[src/rtl/core/gbu_pkg.sv]
// ============================================================================
// gbu_pkg: shared types and constants of the glyph bitmap unpacker
// Register indexes, field widths and the control bundle that passes from
// the byte gatherer to the pixel serialiser.
// ============================================================================
package gbu_pkg;

  // Configuration port
  localparam int CFG_ADDR_W = 3;
  localparam int CFG_DATA_W = 9;

  // Register indexes
  typedef enum logic [CFG_ADDR_W-1:0] {
    REG_GLYPH_WIDTH    = 3'd0,
    REG_GLYPH_HEIGHT   = 3'd1,
    REG_ROW_PAD_CODE   = 3'd2,
    REG_WORD_SIZE_CODE = 3'd3,
    REG_MSBYTE_FIRST   = 3'd4,
    REG_MSBIT_FIRST    = 3'd5
  } gbu_reg_t;

  // Glyph dimensions: 9-bit registers, saturated at this size
  localparam int          DIM_W         = 9;
  localparam logic [8:0]  GLYPH_DIM_MAX = 9'd256;

  // Pixel coordinates on the output
  localparam int COORD_W = 8;

  // Bytes per word or per row alignment, 1..8
  localparam int WS_W = 4;

  // Byte counter within a row: a row holds at most 32 bytes
  localparam int ROW_BYTE_W = 6;

  // Word launch bundle, gatherer to serialiser
  typedef struct packed {
    logic [DIM_W-1:0]   x0;         // column of the first pixel of the word
    logic [DIM_W-1:0]   last_x;     // column of the last pixel emitted
    logic [COORD_W-1:0] y;          // row of the word
    logic               glyph_end;  // last emitted pixel closes the glyph
    logic [WS_W-1:0]    ws;         // bytes in the word
    logic               msbyte;     // bytes within the word reversed
    logic               msbit;      // leftmost pixel is bit 7
  } gbu_launch_t;

endpackage

[src/rtl/core/gbu_ctrl.sv]
// ============================================================================
// gbu_ctrl: configuration registers, byte gatherer and row bookkeeping
// Holds the word buffer and the byte/row counters and, on the byte that
// completes a word, hands the word and its pixel span to the serialiser.
// ============================================================================
module gbu_ctrl #(
  parameter int MAX_WORD_BYTES = 8
) (
  input  logic                          clk,
  input  logic                          rst_n,
  input  logic                          cfg_we,
  input  logic [gbu_pkg::CFG_ADDR_W-1:0] cfg_addr,
  input  logic [gbu_pkg::CFG_DATA_W-1:0] cfg_wdata,
  input  logic                          in_accept,
  input  logic [7:0]                    in_byte,
  output logic                          launch_valid,
  output gbu_pkg::gbu_launch_t          launch,
  output logic [7:0]                    word_bytes [MAX_WORD_BYTES]
);

  localparam int BUF_AW = (MAX_WORD_BYTES > 1) ? $clog2(MAX_WORD_BYTES) : 1;
  localparam logic [gbu_pkg::WS_W-1:0] MWB_V = gbu_pkg::WS_W'(MAX_WORD_BYTES);

  // configuration
  logic [gbu_pkg::DIM_W-1:0] width_r,  width_nxt;
  logic [gbu_pkg::DIM_W-1:0] height_r, height_nxt;
  logic [1:0]                pad_code_r, pad_code_nxt;
  logic [1:0]                ws_code_r,  ws_code_nxt;
  logic                      msbyte_r,   msbyte_nxt;
  logic                      msbit_r,    msbit_nxt;
  logic                      cfg_hit;

  // counters
  logic [BUF_AW-1:0]                  biw_r, biw_nxt, biw_c;
  logic [gbu_pkg::ROW_BYTE_W-1:0]     bir_r, bir_nxt, bir_c, bir_inc;
  logic [gbu_pkg::COORD_W-1:0]        row_r, row_nxt, row_c;
  logic [gbu_pkg::DIM_W-1:0]          row_inc;

  logic [7:0] wbuf_r [MAX_WORD_BYTES];

  // derived geometry
  logic [gbu_pkg::DIM_W-1:0]      eff_w, eff_h, w_m1, h_m1;
  logic [gbu_pkg::WS_W-1:0]       pad_bytes, ws;
  logic [gbu_pkg::ROW_BYTE_W-1:0] bytes_w, pad_m1, rb, word_start;
  logic [gbu_pkg::DIM_W-1:0]      x0, x_end, last_x;
  logic                           active, done, emit, take;

  always_comb begin
    eff_w = (width_r  > gbu_pkg::GLYPH_DIM_MAX) ? gbu_pkg::GLYPH_DIM_MAX : width_r;
    eff_h = (height_r > gbu_pkg::GLYPH_DIM_MAX) ? gbu_pkg::GLYPH_DIM_MAX : height_r;
    w_m1  = eff_w - 9'd1;
    h_m1  = eff_h - 9'd1;
    active = (eff_w != '0) && (eff_h != '0);

    pad_bytes = gbu_pkg::WS_W'(1) << pad_code_r;
    ws        = gbu_pkg::WS_W'(1) << ws_code_r;
    if (ws > pad_bytes) ws = pad_bytes;
    if (ws > MWB_V)     ws = MWB_V;

    bytes_w = gbu_pkg::ROW_BYTE_W'((eff_w + 9'd7) >> 3);
    pad_m1  = gbu_pkg::ROW_BYTE_W'(pad_bytes) - 6'd1;
    rb      = (bytes_w + pad_m1) & ~pad_m1;

    // counters out of range after a register change start over
    biw_c = (gbu_pkg::WS_W'(biw_r) >= ws) ? '0 : biw_r;
    bir_c = (bir_r >= rb) ? '0 : bir_r;
    row_c = ({1'b0, row_r} >= eff_h) ? '0 : row_r;

    done       = (gbu_pkg::WS_W'(biw_c) + 4'd1) == ws;
    word_start = bir_c + 6'd1 - gbu_pkg::ROW_BYTE_W'(ws);
    x0         = {word_start, 3'b000};
    x_end      = x0 + gbu_pkg::DIM_W'({ws, 3'b000}) - 9'd1;
    emit       = x0 < eff_w;
    last_x     = (x_end <= w_m1) ? x_end : w_m1;

    take         = in_accept && active;
    launch_valid = take && done && emit;

    launch.x0        = x0;
    launch.last_x    = last_x;
    launch.y         = row_c;
    launch.glyph_end = ({1'b0, row_c} == h_m1) && (last_x == w_m1);
    launch.ws        = ws;
    launch.msbyte    = msbyte_r;
    launch.msbit     = msbit_r;
  end

  // the completing byte is merged in on its way past
  always_comb begin
    for (int i = 0; i < MAX_WORD_BYTES; i++) begin
      word_bytes[i] = (BUF_AW'(i) == biw_c) ? in_byte : wbuf_r[i];
    end
  end

  // register writes
  always_comb begin
    width_nxt    = width_r;
    height_nxt   = height_r;
    pad_code_nxt = pad_code_r;
    ws_code_nxt  = ws_code_r;
    msbyte_nxt   = msbyte_r;
    msbit_nxt    = msbit_r;
    cfg_hit      = 1'b0;
    if (cfg_we) begin
      cfg_hit = 1'b1;
      case (gbu_pkg::gbu_reg_t'(cfg_addr))
        gbu_pkg::REG_GLYPH_WIDTH:    width_nxt    = cfg_wdata;
        gbu_pkg::REG_GLYPH_HEIGHT:   height_nxt   = cfg_wdata;
        gbu_pkg::REG_ROW_PAD_CODE:   pad_code_nxt = cfg_wdata[1:0];
        gbu_pkg::REG_WORD_SIZE_CODE: ws_code_nxt  = cfg_wdata[1:0];
        gbu_pkg::REG_MSBYTE_FIRST:   msbyte_nxt   = cfg_wdata[0];
        gbu_pkg::REG_MSBIT_FIRST:    msbit_nxt    = cfg_wdata[0];
        default:                     cfg_hit      = 1'b0;
      endcase
    end
  end

  // byte / row bookkeeping
  always_comb begin
    biw_nxt = biw_r;
    bir_nxt = bir_r;
    row_nxt = row_r;
    bir_inc = bir_c + 6'd1;
    row_inc = {1'b0, row_c} + 9'd1;
    if (cfg_hit) begin
      biw_nxt = '0;
      bir_nxt = '0;
      row_nxt = '0;
    end else if (take) begin
      biw_nxt = done ? '0 : BUF_AW'(gbu_pkg::WS_W'(biw_c) + 4'd1);
      if (bir_inc >= rb) begin
        biw_nxt = '0;
        bir_nxt = '0;
        row_nxt = (row_inc >= eff_h) ? '0 : row_inc[gbu_pkg::COORD_W-1:0];
      end else begin
        bir_nxt = bir_inc;
        row_nxt = row_c;
      end
    end
  end

  always_ff @(posedge clk) begin
    if (!rst_n) begin
      width_r    <= '0;
      height_r   <= '0;
      pad_code_r <= '0;
      ws_code_r  <= '0;
      msbyte_r   <= 1'b0;
      msbit_r    <= 1'b0;
      biw_r      <= '0;
      bir_r      <= '0;
      row_r      <= '0;
    end else begin
      width_r    <= width_nxt;
      height_r   <= height_nxt;
      pad_code_r <= pad_code_nxt;
      ws_code_r  <= ws_code_nxt;
      msbyte_r   <= msbyte_nxt;
      msbit_r    <= msbit_nxt;
      biw_r      <= biw_nxt;
      bir_r      <= bir_nxt;
      row_r      <= row_nxt;
    end
  end

  always_ff @(posedge clk) begin
    if (take) begin
      wbuf_r[biw_c] <= in_byte;
    end
  end

endmodule

[src/rtl/core/gbu_serial.sv]
// ============================================================================
// gbu_serial: pixel serialiser
// Loads a finished word into a shift register in pixel order and emits
// one pixel per cycle through an output register unless out_ready stalls.
// ============================================================================
module gbu_serial #(
  parameter int MAX_WORD_BYTES = 8
) (
  input  logic                        clk,
  input  logic                        rst_n,
  input  logic                        launch_valid,
  input  gbu_pkg::gbu_launch_t        launch,
  input  logic [7:0]                  word_bytes [MAX_WORD_BYTES],
  output logic                        busy,
  output logic                        out_valid,
  input  logic                        out_ready,
  output logic [gbu_pkg::COORD_W-1:0] out_x,
  output logic [gbu_pkg::COORD_W-1:0] out_y,
  output logic                        out_ink,
  output logic                        out_run_last,
  output logic                        out_glyph_last
);

  localparam int BUF_AW = (MAX_WORD_BYTES > 1) ? $clog2(MAX_WORD_BYTES) : 1;
  localparam int SR_W   = 8 * MAX_WORD_BYTES;
  localparam logic [gbu_pkg::WS_W-1:0] MWB_V = gbu_pkg::WS_W'(MAX_WORD_BYTES);

  logic                        busy_r, busy_nxt;
  logic [SR_W-1:0]             sr_r, sr_nxt, sr_load;
  logic [gbu_pkg::DIM_W-1:0]   x_r, x_nxt, last_x_r, last_x_nxt;
  logic [gbu_pkg::COORD_W-1:0] y_r, y_nxt;
  logic                        gend_r, gend_nxt;

  logic                        ov_r, ov_nxt;
  logic [gbu_pkg::COORD_W-1:0] ox_r, ox_nxt, oy_r, oy_nxt;
  logic                        oink_r, oink_nxt, orl_r, orl_nxt, ogl_r, ogl_nxt;

  logic advance, at_last;

  // word into pixel order: byte order by msbyte, bit order by msbit
  always_comb begin
    logic [gbu_pkg::WS_W-1:0] pos;
    logic [7:0]               byt;
    sr_load = '0;
    for (int k = 0; k < MAX_WORD_BYTES; k++) begin
      pos = launch.msbyte ? (launch.ws - 4'd1 - gbu_pkg::WS_W'(k)) : gbu_pkg::WS_W'(k);
      byt = (pos < MWB_V) ? word_bytes[pos[BUF_AW-1:0]] : 8'd0;
      for (int b = 0; b < 8; b++) begin
        sr_load[k*8 + b] = launch.msbit ? byt[7-b] : byt[b];
      end
    end
  end

  always_comb begin
    advance = busy_r && (!ov_r || out_ready);
    at_last = (x_r == last_x_r);

    busy_nxt   = busy_r;
    sr_nxt     = sr_r;
    x_nxt      = x_r;
    last_x_nxt = last_x_r;
    y_nxt      = y_r;
    gend_nxt   = gend_r;
    ov_nxt     = ov_r;
    ox_nxt     = ox_r;
    oy_nxt     = oy_r;
    oink_nxt   = oink_r;
    orl_nxt    = orl_r;
    ogl_nxt    = ogl_r;

    if (launch_valid) begin
      busy_nxt   = 1'b1;
      sr_nxt     = sr_load;
      x_nxt      = launch.x0;
      last_x_nxt = launch.last_x;
      y_nxt      = launch.y;
      gend_nxt   = launch.glyph_end;
    end else if (advance) begin
      sr_nxt = sr_r >> 1;
      x_nxt  = x_r + 9'd1;
      if (at_last) busy_nxt = 1'b0;
    end

    if (advance) begin
      ov_nxt   = 1'b1;
      ox_nxt   = x_r[gbu_pkg::COORD_W-1:0];
      oy_nxt   = y_r;
      oink_nxt = sr_r[0];
      orl_nxt  = at_last;
      ogl_nxt  = at_last && gend_r;
    end else if (out_ready) begin
      ov_nxt = 1'b0;
    end
  end

  always_ff @(posedge clk) begin
    if (!rst_n) begin
      busy_r <= 1'b0;
      ov_r   <= 1'b0;
    end else begin
      busy_r <= busy_nxt;
      ov_r   <= ov_nxt;
    end
  end

  always_ff @(posedge clk) begin
    sr_r     <= sr_nxt;
    x_r      <= x_nxt;
    last_x_r <= last_x_nxt;
    y_r      <= y_nxt;
    gend_r   <= gend_nxt;
    ox_r     <= ox_nxt;
    oy_r     <= oy_nxt;
    oink_r   <= oink_nxt;
    orl_r    <= orl_nxt;
    ogl_r    <= ogl_nxt;
  end

  assign busy           = busy_r;
  assign out_valid      = ov_r;
  assign out_x          = ox_r;
  assign out_y          = oy_r;
  assign out_ink        = oink_r;
  assign out_run_last   = orl_r;
  assign out_glyph_last = ogl_r;

endmodule

[src/rtl/core/glyph_bitmap_unpacker.sv]
// ============================================================================
// glyph_bitmap_unpacker: bitmap font glyph unpacker, top level
// Takes a glyph's bitmap bytes in file order and emits one ink bit per pixel
// with its column and row, row-major, skipping padding and columns past the
// glyph width.
// ============================================================================
//
//  channel  | direction | item                     | accepted when
//  ---------+-----------+--------------------------+----------------------------
//  in_*     | in        | one bitmap byte          | in_tvalid && in_tready
//  out_*    | out       | one pixel (x, y, ink)    | out_tvalid && out_tready
//  cfg_*    | in        | one register write       | cfg_we
//
//  A byte that does not complete a storage word goes into the word buffer.
//  The completing byte starts the serialiser: one pixel per cycle unless
//  out_tready stalls, up to 8 x word-bytes pixels per word.
//  in_tready is low while the serialiser shifts; the last pixel of a word
//  may wait in the output register while the next byte is taken.
//  rst_n (synchronous) clears config, counters, busy, out_tvalid; out_tready low stalls, nothing lost.
//
module glyph_bitmap_unpacker #(
  parameter int MAX_WORD_BYTES = 8
) (
  input  logic                           clk,
  input  logic                           rst_n,
  // input bytes
  input  logic                           in_tvalid,
  output logic                           in_tready,
  input  logic [7:0]                     in_tdata,   // [7:0] data_byte
  // pixels
  output logic                           out_tvalid,
  input  logic                           out_tready,
  output logic [23:0]                    out_tdata,  // [7:0] pixel_x, [15:8] pixel_y,
                                                     // [16] ink, [23:17] zero
  output logic                           out_tlast,  // run_last
  output logic [0:0]                     out_tuser,  // [0] glyph_last
  // configuration
  input  logic                           cfg_we,
  input  logic [gbu_pkg::CFG_ADDR_W-1:0] cfg_addr,
  input  logic [gbu_pkg::CFG_DATA_W-1:0] cfg_wdata
);

  logic                        in_accept;
  logic                        launch_valid;
  gbu_pkg::gbu_launch_t        launch;
  logic [7:0]                  word_bytes [MAX_WORD_BYTES];
  logic                        busy;
  logic [gbu_pkg::COORD_W-1:0] px, py;
  logic                        ink, run_last, glyph_last;

  // one byte at a time: the serialiser owns the word until its last pixel
  assign in_tready = !busy;
  assign in_accept = in_tvalid && in_tready;

  // registers, counters, word buffer
  gbu_ctrl #(
    .MAX_WORD_BYTES (MAX_WORD_BYTES)
  ) u_ctrl (
    .clk          (clk),
    .rst_n        (rst_n),
    .cfg_we       (cfg_we),
    .cfg_addr     (cfg_addr),
    .cfg_wdata    (cfg_wdata),
    .in_accept    (in_accept),
    .in_byte      (in_tdata),
    .launch_valid (launch_valid),
    .launch       (launch),
    .word_bytes   (word_bytes)
  );

  // bit-serial pixel emission
  gbu_serial #(
    .MAX_WORD_BYTES (MAX_WORD_BYTES)
  ) u_serial (
    .clk            (clk),
    .rst_n          (rst_n),
    .launch_valid   (launch_valid),
    .launch         (launch),
    .word_bytes     (word_bytes),
    .busy           (busy),
    .out_valid      (out_tvalid),
    .out_ready      (out_tready),
    .out_x          (px),
    .out_y          (py),
    .out_ink        (ink),
    .out_run_last   (run_last),
    .out_glyph_last (glyph_last)
  );

  assign out_tdata = {7'd0, ink, py, px};
  assign out_tlast = run_last;
  assign out_tuser = glyph_last;

endmodule
[config.mk]
export PLATFORM = sky130hd
export DESIGN_NAME = glyph_bitmap_unpacker
export DESIGN_NICKNAME = d
export VERILOG_FILES = /design/src/rtl/core/gbu_pkg.sv /design/src/rtl/core/gbu_ctrl.sv /design/src/rtl/core/gbu_serial.sv /design/src/rtl/core/glyph_bitmap_unpacker.sv
export SDC_FILE = /design/constraint.sdc
export NUM_CORES = 1
export LEC_CHECK = 0
export BUFFER_PORTS_ARGS = -buffer_cell sky130_fd_sc_hd__buf_4
export CAP_MARGIN = 20
export CORE_MARGIN = 5
export CORE_UTILIZATION = 64
export CTS_CLUSTER_SIZE = 8
export DETAILED_ROUTE_END_ITERATION = 16
export GPL_TIMING_DRIVEN = 1
export PLACE_DENSITY = 0.82
export SLEW_MARGIN = 20
export SYNTH_ARGS = -nofsm -noshare
export SYNTH_HDL_FRONTEND = slang
export SYNTH_SLANG_ARGS = --single-unit
export TNS_END_PERCENT = 5
[constraint.sdc]
create_clock -name clk -period 11.1 [get_ports clk]
set_input_delay 2.775 -clock clk [delete_from_list [all_inputs] [get_ports clk]]
set_output_delay 2.775 -clock clk [all_outputs]
set_load 0.02 [all_outputs]
Yosys cells after proc, flatten, opt, wreduce, memory -nomap -nowiden
Memories as Yosys holds them, arrays and structs flattened.
Index checks and enable logic that the tools add are counted.
{"block": "op_classes", "mux": 138, "order_cmp": 27, "eq_ne": 16, "bitwise_logic": 11, "n_addsub": 20, "n_reduce_logical": 27, "mul": 0, "n_shift": 2, "div": 0}
{"operator": "two-way mux 8 bit", "n": 35}
{"operator": "binary-select mux 8 bit (select 3 bit)", "n": 8}
{"operator": "two-way mux 64 bit", "n": 2}
{"operator": "two-way mux 1 bit", "n": 73}
{"operator": "two-way mux 9 bit", "n": 5}
{"operator": "two-way mux 4 bit", "n": 10}
{"operator": "greater-or-equal comparator 4 bit (second input constant)", "n": 8}
{"operator": "less-than comparator 4 bit (second input constant)", "n": 8}
{"operator": "inverter 3 -> 4 bit", "n": 8}
{"operator": "subtractor 9 x 1 -> 9 bit (second input constant)", "n": 3}
{"operator": "== test 9 bit", "n": 2}
{"operator": "greater-than comparator 9 bit (second input constant)", "n": 2}
{"operator": "nonzero test 9 bit", "n": 2}
{"operator": "subtractor 4 x 3 -> 4 bit (second input constant)", "n": 4}
{"operator": "AND reduction 2 bit", "n": 7}
{"operator": "== test 3 bit (first input constant)", "n": 4}
{"operator": "greater-or-equal comparator 6 bit", "n": 2}
{"operator": "two-way mux 6 bit", "n": 2}
{"operator": "adder 8 x 1 -> 9 bit (second input constant)", "n": 1}
{"operator": "adder 9 x 1 -> 9 bit (second input constant)", "n": 1}
{"operator": "adder 9 x 3 -> 9 bit (second input constant)", "n": 1}
{"operator": "adder 9 x 7 -> 9 bit", "n": 1}
{"operator": "== test 8 x 9 -> 1 bit", "n": 1}
{"operator": "greater-or-equal comparator 8 x 9 -> 1 bit", "n": 1}
{"operator": "31 further kinds", "n": 50}
{"block": "word_totals", "romBits": 0, "wordCells": 264, "input_bits": 25, "ram_bits": 64, "regBits": 153, "mem_count": 1, "out_inout_bits": 28, "latch_bits": 0}
{"name": "u_ctrl.wbuf_r", "words": 8, "width": 8, "rd": 8, "rd_clocked_by_memory_dff": 0, "write_ports": 1, "line": "gbu_ctrl.sv:39", "rtl": "logic [7:0] wbuf_r [MAX_WORD_BYTES];"}

Logic depth before layout (Yosys ltp)
{"block": "depth", "ltp_word": 15, "depth_mapped": 42, "ltp_nobuf": 38}

Hierarchy
Synthesis repeated with hierarchy kept, for this count alone.
{"block": "unflattened", "hier_cells": 1556, "area_unflattened_um2": 15860.2}
{"mod": "gbu_serial", "area_each_um2": 8226.6, "seq_area_each_um2": 3343.2, "cells_per_inst": 770, "n_inst": 1}
{"mod": "gbu_ctrl", "area_each_um2": 7559.8, "seq_area_each_um2": 2742.6, "cells_per_inst": 775, "n_inst": 1}
{"mod": "glyph_bitmap_unpacker", "area_each_um2": 73.8, "seq_area_each_um2": 0.0, "cells_per_inst": 11, "n_inst": 1}

Worst setup path before layout
OpenSTA, ideal clock, no wires.
{"block": "synth_path", "path_type": "register -> register", "startpoint": "register u_ctrl.width_r[8] (netlist bit)", "endpoint": "register u_serial.sr_r[0], enable pin", "arrival_time_ns": 7.963, "slack_ns": 2.408, "required_ns": 10.372, "setup_ns": 0.728, "path_buffers": 5, "stages_incl_launch_ff": 37, "synth_period_minus_slack_ns": 8.692, "path_cell_list": "dfxtp_1 > clkbuf_1 > inv_1 > clkbuf_1 > nand2_1 > ha_1 > clkbuf_1 > nand2b_1 > nand2_1 > xor2_1 > nor2_1 > ha_1 > a31o_2 > a21oi_1 > o21bai_1 > xnor2_1 > nand2_1 > ha_1 > and2_0 > a311oi_2 > and2_1 > ha_1 > ha_1 > nor2b_1 > o21ai_0 > nand2b_1 > a221oi_1 > xnor2_1 > inv_1 > ha_1 > and4_1 > nand2_1 > o211a_1 > nand4_2 > clkbuf_1 > buf_1 > nand2_1"}
{"block": "synth_via", "elab_chain_cells": 12, "elab_cells_between_ends": 16, "classes_between": "add/sub (4); order compare (3); mux (2); bitwise (1); reduce/logical (6)"}
{"element": "from (decl)", "line": "gbu_ctrl.sv:25", "rtl": "logic [gbu_pkg::DIM_W-1:0] width_r, width_nxt;"}
{"element": "from (signal assigned)", "line": "gbu_ctrl.sv:154", "rtl": "width_r <= width_nxt;"}
{"element": "greater-than comparator 9 bit", "line": "gbu_ctrl.sv:49", "rtl": "eff_w = (width_r > gbu_pkg::GLYPH_DIM_MAX) ? gbu_pkg::GLYPH_DIM_MAX : width_r;"}
{"element": "two-way mux 9 bit *", "line": "gbu_ctrl.sv:49"}
{"element": "adder 9 x 3 -> 9 bit", "line": "gbu_ctrl.sv:60", "rtl": "bytes_w = gbu_pkg::ROW_BYTE_W'((eff_w + 9'd7) >> 3);"}
{"element": "adder 6 bit", "line": "gbu_ctrl.sv:62", "rtl": "rb = (bytes_w + pad_m1) & ~pad_m1;"}
{"element": "bitwise AND 6 bit", "line": "gbu_ctrl.sv:62"}
{"element": "greater-or-equal comparator 6 bit", "line": "gbu_ctrl.sv:66", "rtl": "bir_c = (bir_r >= rb) ? '0 : bir_r;"}
{"element": "two-way mux 6 bit", "line": "gbu_ctrl.sv:66"}
{"element": "adder 6 x 1 -> 6 bit", "line": "gbu_ctrl.sv:70", "rtl": "word_start = bir_c + 6'd1 - gbu_pkg::ROW_BYTE_W'(ws);"}
{"element": "subtractor 6 x 4 -> 6 bit", "line": "gbu_ctrl.sv:70"}
{"element": "less-than comparator 9 bit", "line": "gbu_ctrl.sv:73", "rtl": "emit = x0 < eff_w;"}
{"element": "logical AND 1 bit *", "line": "gbu_ctrl.sv:77", "rtl": "launch_valid = take && done && emit;"}
{"element": "nonzero test 2 bit (no source line) *"}
{"element": "to (signal assigned)", "line": "gbu_serial.sv:107", "rtl": "sr_r <= sr_nxt;"}
{"element": "to (decl)", "line": "gbu_serial.sv:29", "rtl": "logic [SR_W-1:0] sr_r, sr_nxt, sr_load;"}
Every way passes the cells marked *; elsewhere a longest branch is shown, timed or not.
A chain may end at the register's enable or synchronous reset.

Worst setup path in the final report
{"block": "layout_path", "startpoint": "register u_ctrl.width_r[8] (netlist bit)", "endpoint": "register u_serial.sr_r[23] (data pin)"}
{"block": "layout_via", "elab_chain_cells": 12, "elab_cells_between_ends": 16, "classes_between": "add/sub (4); order compare (3); mux (3); bitwise (1); reduce/logical (5)"}
{"element": "greater-than comparator 9 bit", "line": "gbu_ctrl.sv:49"}
{"element": "two-way mux 9 bit *", "line": "gbu_ctrl.sv:49"}
{"element": "adder 9 x 3 -> 9 bit", "line": "gbu_ctrl.sv:60"}
{"element": "adder 6 bit", "line": "gbu_ctrl.sv:62"}
{"element": "bitwise AND 6 bit", "line": "gbu_ctrl.sv:62"}
{"element": "greater-or-equal comparator 6 bit", "line": "gbu_ctrl.sv:66"}
{"element": "two-way mux 6 bit", "line": "gbu_ctrl.sv:66"}
{"element": "adder 6 x 1 -> 6 bit", "line": "gbu_ctrl.sv:70"}
{"element": "subtractor 6 x 4 -> 6 bit", "line": "gbu_ctrl.sv:70"}
{"element": "less-than comparator 9 bit", "line": "gbu_ctrl.sv:73"}
{"element": "logical AND 1 bit *", "line": "gbu_ctrl.sv:77"}
{"element": "two-way mux 64 bit *", "line": "gbu_serial.sv:71", "rtl": "if (launch_valid) begin"}
{"element": "net u_serial.sr_nxt[23]", "line": "gbu_serial.sv:29"}
Mark *: on every way through the listed nets, which the timed path passes. The rest lies on a longest branch.

==> flow_summary_export.csv <==
group,metric,value,unit
routing,drcViolationCount,0,
finish,fraction_of_final_layout_cells_sized_beyond_drive_strength_1,11.94,%
sta,rsz0062_at_grt,"false",
synth,avgSynthCellArea,9.652,sq um
floorplanning,design.die.area,28360,sq um
clocking,clk_latency,560,ps
synth,synth_sequential_area_ratio,37.71,%
clocking,numCtsBuffers,31,
critical_path,worst-r2r-setup-slack,2630,ps
grt,first_global_vias,13386,
clocking,cts_htree_levels,1,
routing,routed_via_density,7.111,
finish,most-common-layout-cells,"nand2_1, edfxtp_1, nor2_1",
clocking,clock_sinks,217,
critical_path,timing.critical_path.from_type,"flip-flop",
pwr,power_density,120.6,nW/um^2
floorplanning,coreArea,24960,sq um
sta,fin_setup_tns,0,ps
routing,routed_wire_length_per_instance,25.08,um
finish,postLayoutCellArea,17470,sq um
sta,worst_slew_pin_slew,1216,ps
pwr,seqPwrFrac,43.0,%
synth,synth_top_cell_by_area,"edfxtp_1",
critical_path,crit_path_max_fanout,36,
synth,synth-main-ff-cell,"edfxtp_1",
pwr,power.switching,0.5621,mW
clocking,clk_transition_reported_paths,60,ps
pwr,switching_fraction,26.69,%
grt,overflow,0,
status,outcome,"complete, no violations",
synth,ys_async_sr_fraction,0,%
sta,final.setup_skew,18.58,ps
clocking,cts-root-to-sink-buffers,3,
sta,timing.final.setup_violations,0,
synth,syn-instance-count,1664,
critical_path,critical_path_class,"reg -> reg",
pwr,peakVddDrop,0.0001390,V
placement,post-place-cells,1965,
finish,final_net_count,1781,
worst_hold_path,min_path_type,"reg -> reg",
floorplanning,ios,53,
clocking,root_buffer,"clkbuf_16",
clocking,cts_repair_resize_count,0,
sta,final_min_period_over_clock_period,76.28,%
grt,grt_max_degree,79,
synth,netlist_top_cells_area,"edfxtp_1, ha_1, dfxtp_1",
routing,first_pass_iters,6,
sta,max-slew-margin-rel,18.62,%
critical_path,worst_path_most_repeated_cell,"ha_1",
synth,netlist_area,16060,sq um
pwr,leakagePower,6.568,nW
synth,synth-seq-cells,217,
critical_path,cpMaxStageDelayCell,"inv_2",
finish,antennaDiodeCount,0,
sta,finalHoldViolCount,0,
routing,first_iter_violations,2142,
finish,fin_util,69.99,%
finish,instances_no_fill,2022,
pwr,power.combinational.fraction,14.7,%
placement,place_congestion,1.005,
grt,wire_length_of_the_first_global_routing_pass,77.46,mm
synth,number_of_warnings_reported_in_the_yosys_synthesis_log,0,
grt,number_of_antenna_violations_at_the_first_check_in_global_routing,0,
placement,dp.final_hpwl,36.99,mm
run,timing.max_cap.violations,0,
floorplanning,fp.dieW,168.4,um
sta,post-route-min-period,8467,ps
sta,max_freq,118.1,MHz
critical_path,worst-endpoint-required,11500,ps
floorplanning,die_h,168.4,um
clocking,post_cts_repair_timing_setup_buffer_count,0,
pwr,finalPower,2.106,mW
sta,drv_slew,0,
pwr,clock_power_share,42.4,%
clocking,tritoncts,"built",
routing,postRouteAntennaNets,0,
synth,distinct_cell_type_count_after_synthesis,101,
critical_path,endpoint_kind,"flip-flop",
pwr,internal_power,1.544,mW
critical_path,worst_ep_arrival_time,8870,ps
synth,synth-edff-count,171,
placement,post_dp_cell_area,16550,sq um
critical_path,critical_path.max_stage_delay,630,ps
grt,grt.total_usage,34.56,%
finish,most_frequent_standard_cell_in_the_layout_excluding_fill_and_tap_cells,"nand2_1",
routing,vias,14379,
finish,syn_to_final_growth,8.788,%
clocking,cts_hold_buf,0,
placement,number_of_port_buffers,45,
floorplanning,starting_density_of_the_core,64.33,%
floorplanning,core.rowCount,58,
routing,wl,50.72,mm
synth,post-synth-top-area-fraction,31.97,%
[metrics by stage]
| stage | setup slack [ps] | hold slack, ps |
|---|---|---|
| 6_report | 2633 | 416.7 |
| 4_1_cts | 2727 | 409.2 |
| 3_5_place_dp | 2814 | 404.5 |
| 3_3_place_gp | 3171 | 401.9 |
| 5_1_grt | 1875 | 417.6 |
| 2_1_floorplan | 2408 | 400.3 |
[sequential cells by signal, summed over array words and instances (netlist names), 3 cells and up]
register / cells
u_ctrl.wbuf_r: 64
u_serial.sr_r: 64
u_ctrl.height_r: 9
u_ctrl.width_r: 9
u_serial.last_x_r: 9
u_serial.x_r: 9
u_ctrl.row_r: 8
u_serial.out_x: 8
u_serial.out_y: 8
u_serial.y_r: 8
u_ctrl.bir_r: 6
u_ctrl.biw_r: 3
[area by class of cell]
class                           instances  area, sq um
Multi-Input combinational cell       1273         9306
Inverter                               80        302.8
Fill cell                            1943         7492
Timing Repair Buffer                   66        493.0
Clock buffer                           54        862.1
Tap cell                              330        412.9
Sequential cell                       217         6056
Clock inverter                          2        38.79
[layer usage]
layer	GRT usage (%)	wire, um	vias to the layer above
met5	0.3478	0	-
met4	9.704	1799	0
met3	10.45	6966	141
met2	49.44	21000	1001
met1	51.01	20950	6854
li1	-	-	6383
[cell usage after synthesis, drive strengths merged, types with 29 or more instances]
cell type / number
nor2: 89
clkbuf: 60
nand2: 184
buf: 40
or3: 29
inv: 79
ha: 84
mux2i: 61
edfxtp: 171
o221ai: 29
mux2: 40
dfxtp: 46
a21oi: 52
xnor2: 34
nand3: 43
nor3: 32
o21ai: 78
[cell families (layout without fill, tap and decap cells)]
family / count (synthesis) / after routing / share of synthesized area [%]
AOI/OAI and AO/OA: 493 / 493 / 22.90
and+or+nand+nor: 508 / 508 / 15.48
adders and majority gates: 87 / 87 / 6.918
muxes: 116 / 116 / 8.757
xor gates and xnor gates: 62 / 62 / 3.475
buffers and inverters: 180 / 202 / 4.737
DFF: 217 / 217 / 37.71
other: 1 / 7 / 0.02335
[critical path, delay by kind of cell (launching register included)]
family	cells	cell delay [ps]
AOI/OAI and AO/OA	11	2520
adders and majority gates	6	1870
and+or+nand+nor	11	1750
buffers and inverters	3	980
xor gates and xnor gates	3	630
DFF	1	530
[power groups by stage]
| stage | clock (mW) | combinational (mW) | sequential, mW |
|---|---|---|---|
| 6_report | 0.892 | 0.309 | 0.905 |
| 5_1_grt | 0.939 | 0.334 | 0.906 |
| 4_1_cts | 0.899 | 0.300 | 0.904 |
| 3_5_place_dp | 0 | 0.299 | 0.921 |
| 3_3_place_gp | 0 | 0.289 | 0.920 |
| 2_1_floorplan | 0 | 0.214 | 0.919 |
[final timing paths]
| kind | from | endpoint | cells past startpoint |
|---|---|---|---|
| setup / recovery | u_ctrl.width_r[8]$_SDFFE_PN0P_ | u_serial.sr_r[23]$_DFFE_PP_ | 34 |
| hold / removal | u_serial.y_r[0]$_DFFE_PP_ | u_serial.out_y[0]$_DFFE_PP_ | 0 |
| setup reg to reg | u_ctrl.width_r[8]$_SDFFE_PN0P_ | u_serial.sr_r[23]$_DFFE_PP_ | 34 |
| hold reg to reg | u_serial.y_r[0]$_DFFE_PP_ | u_serial.out_y[0]$_DFFE_PP_ | 0 |
Power figures use the tool's default switching activity.
